### config.mk
export PLATFORM = sky130hd
export DESIGN_NAME = run_length_byte_encoder_unit
export DESIGN_NICKNAME = d
export VERILOG_FILES = /design/src/rtl/rlbe_pkg.sv /design/src/rtl/rlbe_front.sv /design/src/rtl/rlbe_back.sv /design/src/rtl/run_length_byte_encoder_unit.sv
export SDC_FILE = /design/constraint.sdc
export NUM_CORES = 2
export LEC_CHECK = 0
export BUFFER_PORTS_ARGS = -buffer_cell sky130_fd_sc_hd__buf_2
export CAP_MARGIN = 10
export CORE_MARGIN = 2
export CORE_UTILIZATION = 50
export CTS_CLUSTER_DIAMETER = 120
export CTS_CLUSTER_SIZE = 28
export DETAILED_ROUTE_END_ITERATION = 6
export HOLD_SLACK_MARGIN = 0.03
export PLACE_DENSITY = 0.76
export SYNTH_ARGS = -nofsm -noshare
export SYNTH_HDL_FRONTEND = slang
export SYNTH_HIERARCHICAL = 1
export SYNTH_SLANG_ARGS = --single-unit
### constraint.sdc
create_clock -name i_clk -period 8.45 [get_ports i_clk]
set_input_delay 1.69 -clock i_clk [delete_from_list [all_inputs] [get_ports i_clk]]
set_output_delay 1.69 -clock i_clk [all_outputs]
set_load 0.01 [all_outputs]
### src/rtl/rlbe_pkg.sv
`timescale 1ns / 1ps
package rlbe_pkg;

    // Item modes.
    localparam logic [1:0] MODE_PUSH = 2'd0;
    localparam logic [1:0] MODE_END  = 2'd1;
    localparam logic [1:0] MODE_PULL = 2'd2;

    // Segment limits and stream codes.
    localparam logic [6:0] MAX_SEG  = 7'd126;
    localparam logic [7:0] HDR_LIT  = 8'h80;
    localparam logic [7:0] TERM_BYTE = 8'hFF;

    // Buffer address width (256 entries).
    localparam int BUF_AW = 8;

    // One queued input word.
    typedef struct packed {
        logic [7:0] data;
        logic [1:0] mode;
    } t_item;

endpackage

### src/rtl/rlbe_front.sv
`timescale 1ns / 1ps
module rlbe_front import rlbe_pkg::*; (
    input  logic  i_clk,
    input  logic  i_rst_n,
    input  logic  i_valid,
    output logic  o_ready,
    input  t_item i_item,
    output logic  o_q_valid,
    output t_item o_q_item,
    input  logic  i_q_pop
);

    t_item      r_slot [2];
    logic       r_wr;
    logic       r_rd;
    logic [1:0] r_fill;
    logic       w_put;
    logic       w_take;

    assign o_ready   = (r_fill != 2'd2);
    assign w_put     = i_valid && o_ready;
    assign o_q_valid = (r_fill != 2'd0);
    assign w_take    = i_q_pop && o_q_valid;
    assign o_q_item  = r_slot[r_rd];

    // Two-word queue pointers and fill level.
    always_ff @(posedge i_clk) begin
        if (!i_rst_n) begin
            r_wr   <= 1'b0;
            r_rd   <= 1'b0;
            r_fill <= 2'd0;
        end else begin
            if (w_put) begin
                r_wr <= ~r_wr;
            end
            if (w_take) begin
                r_rd <= ~r_rd;
            end
            r_fill <= r_fill + {1'b0, w_put} - {1'b0, w_take};
        end
    end

    // Queue storage.
    always_ff @(posedge i_clk) begin
        if (w_put) begin
            r_slot[r_wr] <= i_item;
        end
    end

endmodule

### src/rtl/rlbe_back.sv
`timescale 1ns / 1ps
module rlbe_back import rlbe_pkg::*; (
    input  logic       i_clk,
    input  logic       i_rst_n,
    input  logic       i_q_valid,
    input  t_item      i_q_item,
    output logic       o_q_pop,
    output logic       o_valid,
    input  logic       i_ready,
    output logic       o_accepted,
    output logic       o_out_valid,
    output logic [7:0] o_byte,
    output logic       o_last
);

    typedef enum logic [5:0] {
        ST_IDLE = 6'b000001,
        ST_RD   = 6'b000010,
        ST_CMP  = 6'b000100,
        ST_EMIT = 6'b001000,
        ST_HEAD = 6'b010000,
        ST_HOUT = 6'b100000
    } t_state;

    typedef enum logic [1:0] {
        PH_IDLE = 2'd0,
        PH_RUN  = 2'd1,
        PH_LIT  = 2'd2
    } t_phase;

    typedef enum logic [1:0] {
        ACT_READ = 2'd0,
        ACT_RUN  = 2'd1,
        ACT_LIT  = 2'd2,
        ACT_FAIL = 2'd3
    } t_kind;

    typedef struct packed {
        t_kind      kind;
        logic [6:0] val;
    } t_act;

    logic [7:0]        r_mem [256];
    logic [7:0]        r_rdata;
    t_state            r_state;
    t_phase            r_phase;
    logic [BUF_AW-1:0] r_rp;
    logic [BUF_AW:0]   r_cnt;
    logic [6:0]        r_seglen;
    logic [6:0]        r_left;
    logic              r_end;
    logic [6:0]        r_k;
    logic              r_run;
    logic [7:0]        r_b0;
    logic [7:0]        r_p1;
    logic [7:0]        r_p2;
    logic              r_e_val;
    logic [7:0]        r_e_byte;
    logic              r_ov;
    logic              r_acc;
    logic              r_val;
    logic [7:0]        r_byte;
    logic              r_last;

    logic              w_free;
    logic              w_closed;
    logic [BUF_AW-1:0] w_raddr;
    logic [BUF_AW:0]   w_consume;
    t_act              w_act;

    assign w_free   = !r_ov || i_ready;
    assign w_closed = r_end || r_cnt[BUF_AW];
    assign w_raddr  = r_rp + {1'b0, r_k};

    // Literal step at position t: stop, fetch the third byte, or give up.
    function automatic t_act eval_lit(input logic [6:0] t, input logic [8:0] n,
                                      input logic closed);
        t_act a;
        a.kind = ACT_FAIL;
        a.val  = t;
        if (t >= MAX_SEG || {2'b00, t} >= n) begin
            a.kind = ACT_LIT;
        end else if ({2'b00, t} + 9'd2 < n) begin
            a.kind = ACT_READ;
            a.val  = t + 7'd2;
        end else if (closed) begin
            a.kind = ACT_LIT;
            a.val  = (n >= {2'b00, MAX_SEG}) ? MAX_SEG : n[6:0];
        end
        return a;
    endfunction

    // Run step at length s: extend, close, or wait for more bytes.
    function automatic t_act eval_run(input logic [6:0] s, input logic [8:0] n,
                                      input logic closed);
        t_act a;
        a.kind = ACT_RUN;
        a.val  = s;
        if ({2'b00, s} < n && s < MAX_SEG) begin
            a.kind = ACT_READ;
        end else if (s < MAX_SEG && {2'b00, s} == n && !closed) begin
            a.kind = ACT_FAIL;
        end
        return a;
    endfunction

    // Scan decision for the byte that has just been read.
    always_comb begin
        w_act = '{kind: ACT_FAIL, val: 7'd0};
        if (r_k == 7'd0) begin
            if (r_cnt >= 9'd2) begin
                w_act = '{kind: ACT_READ, val: 7'd1};
            end else begin
                w_act = eval_lit(7'd0, r_cnt, w_closed);
            end
        end else if (r_k == 7'd1) begin
            if (r_p1 == r_rdata) begin
                w_act = eval_run(7'd2, r_cnt, w_closed);
            end else begin
                w_act = eval_lit(7'd0, r_cnt, w_closed);
            end
        end else if (r_run) begin
            if (r_rdata == r_b0) begin
                w_act = eval_run(r_k + 7'd1, r_cnt, w_closed);
            end else begin
                w_act = '{kind: ACT_RUN, val: r_k};
            end
        end else begin
            if (r_p1 == r_p2 && r_p2 == r_rdata) begin
                w_act = '{kind: ACT_LIT, val: r_k - 7'd2};
            end else begin
                w_act = eval_lit(r_k - 7'd1, r_cnt, w_closed);
            end
        end
    end

    // Bytes removed from the head by a segment byte.
    assign w_consume = (r_phase == PH_RUN) ? {2'b00, r_seglen} : 9'd1;

    // Dequeue whenever the idle sequencer starts an item.
    always_comb begin
        o_q_pop = 1'b0;
        if (r_state == ST_IDLE && i_q_valid) begin
            if (i_q_item.mode == MODE_PULL && (r_phase != PH_IDLE || r_cnt != 9'd0)) begin
                o_q_pop = 1'b1;
            end else begin
                o_q_pop = w_free;
            end
        end
    end

    // Sequencer, encoder state and output register.
    always_ff @(posedge i_clk) begin
        if (!i_rst_n) begin
            r_state  <= ST_IDLE;
            r_phase  <= PH_IDLE;
            r_rp     <= '0;
            r_cnt    <= '0;
            r_seglen <= '0;
            r_left   <= '0;
            r_end    <= 1'b0;
            r_k      <= '0;
            r_run    <= 1'b0;
            r_ov     <= 1'b0;
        end else begin
            if (i_ready) begin
                r_ov <= 1'b0;
            end
            case (r_state)
                ST_IDLE: begin
                    if (o_q_pop) begin
                        r_k   <= '0;
                        r_run <= 1'b0;
                        if (i_q_item.mode == MODE_PULL && r_phase != PH_IDLE) begin
                            r_state <= ST_HEAD;
                        end else if (i_q_item.mode == MODE_PULL && r_cnt != 9'd0) begin
                            r_state <= ST_RD;
                        end else begin
                            r_ov   <= 1'b1;
                            r_acc  <= 1'b0;
                            r_val  <= 1'b0;
                            r_byte <= 8'd0;
                            r_last <= 1'b0;
                            case (i_q_item.mode)
                                MODE_PUSH: begin
                                    if (!r_end && !r_cnt[BUF_AW]) begin
                                        r_cnt <= r_cnt + 9'd1;
                                        r_acc <= 1'b1;
                                    end
                                end
                                MODE_END: begin
                                    if (!r_end) begin
                                        r_end <= 1'b1;
                                        r_acc <= 1'b1;
                                    end
                                end
                                MODE_PULL: begin
                                    if (r_end) begin
                                        r_val    <= 1'b1;
                                        r_byte   <= TERM_BYTE;
                                        r_last   <= 1'b1;
                                        r_end    <= 1'b0;
                                        r_rp     <= '0;
                                        r_cnt    <= '0;
                                        r_seglen <= '0;
                                        r_left   <= '0;
                                    end
                                end
                                default: begin
                                end
                            endcase
                        end
                    end
                end
                ST_RD: begin
                    r_state <= ST_CMP;
                end
                ST_CMP: begin
                    if (r_k == 7'd0) begin
                        r_b0 <= r_rdata;
                        r_p1 <= r_rdata;
                    end else if (r_k == 7'd1) begin
                        r_p2  <= r_rdata;
                        r_run <= (r_p1 == r_rdata);
                    end else if (!r_run) begin
                        r_p1 <= r_p2;
                        r_p2 <= r_rdata;
                    end
                    case (w_act.kind)
                        ACT_READ: begin
                            r_k     <= w_act.val;
                            r_state <= ST_RD;
                        end
                        ACT_RUN: begin
                            r_phase  <= PH_RUN;
                            r_seglen <= w_act.val;
                            r_e_val  <= 1'b1;
                            r_e_byte <= {1'b0, w_act.val};
                            r_state  <= ST_EMIT;
                        end
                        ACT_LIT: begin
                            r_phase  <= PH_LIT;
                            r_seglen <= w_act.val;
                            r_left   <= w_act.val;
                            r_e_val  <= 1'b1;
                            r_e_byte <= HDR_LIT | {1'b0, w_act.val};
                            r_state  <= ST_EMIT;
                        end
                        default: begin
                            r_e_val  <= 1'b0;
                            r_e_byte <= 8'd0;
                            r_state  <= ST_EMIT;
                        end
                    endcase
                end
                ST_EMIT: begin
                    if (w_free) begin
                        r_ov    <= 1'b1;
                        r_acc   <= 1'b0;
                        r_val   <= r_e_val;
                        r_byte  <= r_e_byte;
                        r_last  <= 1'b0;
                        r_state <= ST_IDLE;
                    end
                end
                ST_HEAD: begin
                    r_state <= ST_HOUT;
                end
                ST_HOUT: begin
                    if (w_free) begin
                        r_ov    <= 1'b1;
                        r_acc   <= 1'b0;
                        r_val   <= 1'b1;
                        r_byte  <= r_rdata;
                        r_last  <= 1'b0;
                        r_rp    <= r_rp + w_consume[BUF_AW-1:0];
                        r_cnt   <= (r_cnt >= w_consume) ? r_cnt - w_consume : 9'd0;
                        r_state <= ST_IDLE;
                        if (r_phase == PH_RUN) begin
                            r_phase <= PH_IDLE;
                        end else begin
                            if (r_left > 7'd0) begin
                                r_left <= r_left - 7'd1;
                            end
                            if (r_left <= 7'd1) begin
                                r_phase <= PH_IDLE;
                            end
                        end
                    end
                end
                default: begin
                    r_state <= ST_IDLE;
                end
            endcase
        end
    end

    // Byte buffer: write on an accepted push, registered read at the scan address.
    always_ff @(posedge i_clk) begin
        if (r_state == ST_IDLE && o_q_pop && i_q_item.mode == MODE_PUSH
            && !r_end && !r_cnt[BUF_AW]) begin
            r_mem[r_rp + r_cnt[BUF_AW-1:0]] <= i_q_item.data;
        end
        r_rdata <= r_mem[w_raddr];
    end

    assign o_valid     = r_ov;
    assign o_accepted  = r_acc;
    assign o_out_valid = r_val;
    assign o_byte      = r_byte;
    assign o_last      = r_last;

endmodule

### src/rtl/run_length_byte_encoder_unit.sv
// Push, end mark and empty pulls are written to the output register as they leave the queue.
// A pull inside a segment passes through ST_HEAD (buffer read), then ST_HOUT (output).
// A pull that opens a segment scans the buffer byte by byte, each byte through ST_RD and ST_CMP.
// Throughput: one push or end mark per cycle while the output is free to take a word.
// Reset: synchronous, active low; clears control state, the buffer contents stay undefined.
`timescale 1ns / 1ps
module run_length_byte_encoder_unit import rlbe_pkg::*; (
    input  logic       i_clk,
    input  logic       i_rst_n,
    input  logic       s_axis_tvalid,
    output logic       s_axis_tready,
    input  logic [7:0] s_axis_tdata,   // [7:0] data_byte
    input  logic [1:0] s_axis_tuser,   // [1:0] mode
    output logic       m_axis_tvalid,
    input  logic       m_axis_tready,
    output logic [7:0] m_axis_tdata,   // [7:0] out_byte
    output logic [1:0] m_axis_tuser,   // [0] accepted, [1] out_valid
    output logic       m_axis_tlast    // out_last
);

    t_item w_in;
    t_item w_q_item;
    logic  w_q_valid;
    logic  w_q_pop;

    assign w_in.mode = s_axis_tuser;
    assign w_in.data = s_axis_tdata;

    // Front queue decouples input acceptance from the sequencer.
    rlbe_front u_front (
        .i_clk     (i_clk),
        .i_rst_n   (i_rst_n),
        .i_valid   (s_axis_tvalid),
        .o_ready   (s_axis_tready),
        .i_item    (w_in),
        .o_q_valid (w_q_valid),
        .o_q_item  (w_q_item),
        .i_q_pop   (w_q_pop)
    );

    // Back end: buffer, segment scan and output register.
    rlbe_back u_back (
        .i_clk       (i_clk),
        .i_rst_n     (i_rst_n),
        .i_q_valid   (w_q_valid),
        .i_q_item    (w_q_item),
        .o_q_pop     (w_q_pop),
        .o_valid     (m_axis_tvalid),
        .i_ready     (m_axis_tready),
        .o_accepted  (m_axis_tuser[0]),
        .o_out_valid (m_axis_tuser[1]),
        .o_byte      (m_axis_tdata),
        .o_last      (m_axis_tlast)
    );

endmodule

; Word level (Yosys, flattened, before mapping)
; Memory sizes are Yosys's and may differ from the RTL's. A register that Yosys moved wholly into a read port is not among the register bits.
; Cells that the tools add are included.
[totals]
romBits = 0
latchBits = 0
elab_cells = 266
inputBits = 14
out_inout_bits = 13
memories = 2
ff_bits = 97
mem_bits_rw = 2068
[mem_list]
columns = memory, depth, width, rd, rd_ports_with_merged_regs, wr, line_no
row1 = u_back.r_mem, 256, 8, 1, 1, 1, rlbe_back.sv:43  ; logic [7:0] r_mem [256];
row2 = u_front.r_slot, 2, 10, 1, 1, 1, rlbe_front.sv:13  ; t_item r_slot [2];
[classes]
n_div = 0
n_addsub = 13
order_cmp = 12
reduce_logical = 54
muxes = 114
n_eq_ne = 43
bitwise_logic = 6
n_shift = 0
multipliers = 0
[ops]
columns = op, n
row1 = 8-bit two-way mux, 20
row2 = 9-bit two-way mux, 16
row3 = 7-bit two-way mux, 16
row4 = 8-bit one-hot mux with 3 select lines, 2
row5 = 9-bit one-hot mux with 2 select lines, 2
row6 = 8-bit equality test, 4
row7 = 6-bit one-hot mux with 5 select lines, 1
row8 = 1-bit two-way mux, 29
row9 = 7-bit one-hot mux with 2 select lines, 2
row10 = 6-bit two-way mux, 4
row11 = 7-bit one-hot mux with 3 select lines, 1
row12 = 7-bit AND reduction, 3
row13 = "2-bit by 1-bit != test with 1-bit output, second input constant", 10
row14 = 2-bit two-way mux, 9
row15 = "2-bit != test, second input constant", 9
row16 = 8-bit adder, 2
row17 = 1-bit logical AND, 16
row18 = 8-bit one-hot mux with 2 select lines, 1
row19 = 4-bit AND reduction, 4
row20 = 1-bit one-hot mux with 2 select lines, 7
row21 = 2-bit nonzero test, 7
row22 = "7-bit by 1-bit subtractor with 7-bit output, second input constant", 2
row23 = 3-bit AND reduction, 4
row24 = 10-bit AND reduction, 1
row25 = other kinds (49), 70

; Longest topological paths before layout
[logic_depth]
word_depth = 14
mapped_depth = 23
ltp_nobuf = 21

; Cells and area by module
; Netlist, hierarchy kept.
[modules_own_cells]
columns = module, cells_each, n_inst, seq_area_each_um2, area_each_um2
row1 = rlbe_back, 4200, 1, 63961.3, 86853.3
row2 = rlbe_front, 55, 1, 700.7, 953.4

; Least setup slack after synthesis
; No wires, ideal clock.
[synth_path]
path_type = register -> register
startpoint = reg u_back.r_k[1]
endpoint = reg u_back.r_seglen[4]
setup_ns = 0.074
synth_period_minus_slack_ns = 4.804
t_arrival_ns = 4.730
n_path_buf = 0
stages_incl_launch_ff = 21
path_slack_ns = 3.646
required_time_ns = 8.376
path_cell_list = dfxtp_1 > inv_1 > ha_1 > a21boi_4 > nand2_1 > xor2_1 > nor2_1 > xnor2_1 > ha_1 > a211oi_1 > o32ai_1 > nor2_1 > nor2_1 > a31oi_1 > a311oi_1 > nor2_1 > ha_1 > nor2_1 > o22ai_1 > or2_2 > o21ai_0
[synth_via]
elab_chain_len = 14
word_cells_on_any_way = 35
classes_between = add/sub (5) / order compare (5) / eq/ne (5) / mux (13) / reduce/logical (7)
[synth_rtl]
columns = element, line_no
row1 = start: declaration, rlbe_back.sv:52  ; logic [6:0] r_k;
row2 = start signal: assignment, rlbe_back.sv:231  ; r_k <= w_act.val;
row3 = branches (longest 9 deep; another with 9-bit < comparator), n/a
row4 = 9-bit two-way mux (*), rlbe_back.sv:110  ; if (r_k == 7'd0) begin
row5 = 2-bit by 1-bit equality test with 1-bit output or 2-bit equality test (tied branches), rlbe_back.sv:229  ; case (w_act.kind)
row6 = 2-bit OR reduction (no source line), n/a
row7 = 2-bit != test (no source line), n/a
row8 = 7-bit AND reduction (no source line), n/a
row9 = end signal: assignment, rlbe_back.sv:236  ; r_seglen <= w_act.val;
row10 = end signal: assignment, rlbe_back.sv:243  ; r_seglen <= w_act.val;
row11 = end: declaration, rlbe_back.sv:49  ; logic [6:0] r_seglen;
; Every way passes the cells marked *. The select of a mux whose other input is x is not followed.
; A chain may end at the register's enable or synchronous reset.

; Final worst setup path
[layout_path]
startpoint = reg u_back.r_k[2]
endpoint = reg u_back.r_seglen[4]
; Same word-level chain as after synthesis.

==> metrics <==
asr flop ratio synth 0; RD Place Congestion approximately 0.93; Crit path max-delay family compound AO/OA/AOI/OAI gates; IO Pins 27; GRT overflow 0; IO buf count 26; Mapped Nets 4343; CP max stage cell dfxtp_1; Final Skew 0.0350 ns; Yosys top cell area share 0.722; start of the worst register-to-register path u_back/r_k[2]$_SDFFE_PN0P_; clock latency on the worst-skew pair roughly 0.75 ns; Peak Freq 164 MHz; initial antenna violation count 2; placed instance count 6462; Slew @ Worst Pin 1.25 ns; crit end category flip-flop; Initial Util 0.504; HP Class reg2reg; CP peak stage delay 0.67 ns; hold_buf cts 0; Layout area overhead 6.58%; Post-Synthesis Cells 4255; wire per inst 30.0 um; area leader, netlist edfxtp_1; Core Area roughly 170000 um2; Max Slew Vio Count 0; YS warnings 6; commonest non-fill, non-tap cell in the layout edfxtp_1; Main synth FF type edfxtp_1; cts repair resizes 0; register area 64700 um2; H-tree levels 3; largest net degree at the start of global routing about 150; final wirelength 198 mm; Detail Route Antenna Nets 0; commonest non-fill, non-tap cells in the layout 2112 x edfxtp_1, 640 x mux4_2, 209 x nor2_1; hold_sp u_back/r_seglen[0]$_SDFFE_PN0P_; max-cap violation count 0; P_leak 27.7 nW; CP Cell Sequence inv_1 -> ha_1 -> a21boi_4 -> nand2_1 -> xor2_1 -> nor2_1 -> xnor2_1 -> ha_1 -> a211oi_1 -> o32ai_1 -> nor2_1 -> buf_4 -> nor2_1 -> a31oi_1 -> a311oi_1 -> nor2_1 -> ha_1 -> nor2_1 -> o22ai_1 -> or2_2 -> o21ai_0; R2R Path End u_back/r_seglen[4]$_SDFFE_PN0P_; Clock Sinks ~2200; Pre-antenna DRT Iters 6; post-synthesis cell area about 88000 um2; reg-to-reg slack, setup between 2 and 2.5 ns; Final Hold Violating Endpoints 0; Root Driver clkbuf_16; RSZ-0062 raised after global routing false; final worst-path cycle share 0.720; die area about 180000 um2; slew margin rel. 0.161; share of post-route cells with drive strength above 1 0.231; area of the multi-input gates 22100 um2; reg2reg path depth 21; total CTS buffers 88; via count 43300; row cnt 153; first-pass GRT wire length a little under 300 mm; drc violations 0; Most common cell on crit path nor2_1; Cell variety after synth slightly above 90; initial drt markers 6268; Setup Buffers After CTS 0; Required @ worst endpoint 9.10 ns; clock edge transition at the registers on the reported setup and hold paths 0.12 ns; Final WS setup approximately 2.4 ns; status complete, no violations; Max Buffers Root-to-Sink 3; hold depth 2; final setup fails 0; CP Data Arrival Time a little under 7 ns; TritonCTS clock tree yes; Max Fanout on Critical Path 14; CP Buf/Inv Count 2; Layout fillers approximately 13000; Synth area leaders edfxtp_1 72%, mux4_2 16%, dfxtp_1 1.4%, ha_1 1.0%, nor3_1 0.93%; Fin Setup TNS 0 ns; GRT Util Overall 0.220; Die Wd 423 um; Util after Layout 0.537; CP Launch Type flip-flop; Post-Layout Cell Count 6618; Die Height 423 um; dpl ws approximately 2.5 ns; placed wire-length estimate around 120 mm; sequential fraction of the synthesis area 0.736; Worst Hold End u_back/r_seglen[0]$_SDFFE_PN0P_; PwrDens 218 nW/um2; number of synthesized flops with an enable pin 2112; vias in the first global route approximately 42000; Yosys reg bits 2174; post-route minimum period 6.08 ns; vias per std cell 6.54; CP Class reg2reg; final net count 4353; syn_area_per_cell ~21 um2; worst vdd ir 0.000244 V
==> state kept, by name (all words and copies together), names as in the netlist, 8 cells and up, named ones only <==
register / cells
u_back/o_byte: 8
u_back/r_b0: 8
u_back/r_cnt: 9
u_back/r_e_byte: 8
u_back/r_mem: 2048
u_back/r_p1: 8
u_back/r_p2: 8
u_back/r_rdata: 8
u_back/r_rp: 8
u_front/r_slot: 20
==> synthesized netlist by cell type (33+ instances only) <==
cell	n
xnor2_1	61
a21oi_1	63
o21ai_0	41
nand2_1	115
edfxtp_1	2112
buf_2	55
inv_1	43
clkbuf_1	146
nor3_1	164
nand3_1	37
ha_1	70
dfxtp_1	62
nor2_1	211
a22o_1	33
mux4_2	640
a221oi_1	33
==> stage by stage <==
stage,power (mW),hold WS (ns),cell area (um2)
3_5_place_dp,15.6,0.470,90900
2_1_floorplan,14.6,0.427,87800
6_report,20.4,0.490,93600
5_1_grt,21.0,0.509,93600
3_3_place_gp,15.5,0.458,90900
4_1_cts,20.5,0.487,93300
==> kinds of logic (layout without fill, tap and decap cells) <==
logic type      count (synthesis)  in the layout  share of synthesized area
fa+ha+maj                      74             74                     0.0109
compound gates                316            316                     0.0263
xor+xnor                       72             72                    0.00748
other cells                     0              3                          0
simple gates                  653            653                     0.0357
flops                        2174           2174                      0.736
mux                           678            678                      0.169
buf+inv                       288            323                     0.0145
==> report_power, final <==
part,switching [mW],total [mW],internal [mW]
registers,0.0947,13.0,12.9
logic,1.94,2.35,0.412
clock network,3.08,5.06,1.98
==> worst max path at each step <==
stage                               start                               to  slack (ns)  depth (start not counted)
2_1_floorplan  u_back/r_k[1]$_SDFFE_PN0P_  u_back/r_seglen[4]$_SDFFE_PN0P_        3.65                         20
3_3_place_gp   u_back/r_k[2]$_SDFFE_PN0P_  u_back/r_seglen[4]$_SDFFE_PN0P_        2.72                         21
3_5_place_dp   u_back/r_k[2]$_SDFFE_PN0P_  u_back/r_seglen[4]$_SDFFE_PN0P_        2.53                         21
4_1_cts        u_back/r_k[2]$_SDFFE_PN0P_  u_back/r_seglen[4]$_SDFFE_PN0P_        2.52                         21
5_1_grt        u_back/r_k[2]$_SDFFE_PN0P_  u_back/r_seglen[4]$_SDFFE_PN0P_        2.01                         21
6_report       u_back/r_k[2]$_SDFFE_PN0P_  u_back/r_seglen[4]$_SDFFE_PN0P_        2.37                         21
==> final cells by class <==
cell class	instances	share of cell area
Antenna cell	3	0.0000802
Multi-Input combinational cell	1793	0.237
Inverter	43	0.00172
Clock inverter	10	0.00127
Clock buffer	105	0.0248
Sequential cell	2174	0.691
Tap cell	2325	0.0311
Timing Repair Buffer	165	0.0135
==> worst register-to-register path: stages (launching register included) <==
cell	delay [ns]
dfxtp_1	0.67
inv_1	0.18
ha_1	0.25
a21boi_4	0.26
nand2_1	0.10
xor2_1	0.67
nor2_1	0.18
xnor2_1	0.18
ha_1	0.32
a211oi_1	0.07
o32ai_1	0.58
nor2_1	0.09
buf_4	0.22
nor2_1	0.26
a31oi_1	0.12
a311oi_1	0.28
nor2_1	0.14
ha_1	0.34
nor2_1	0.25
o22ai_1	0.27
or2_2	0.37
o21ai_0	0.22
==> layer usage <==
layer,up-vias,track usage,part of all wire
met2,2465,0.342,0.47
met5,-,0,0.000066
met4,2,0.0531,0.023
met1,22900,0.324,0.39
li1,17700,-,-
met3,226,0.0440,0.11
Note: power is estimated with default switching activity, not from simulation.
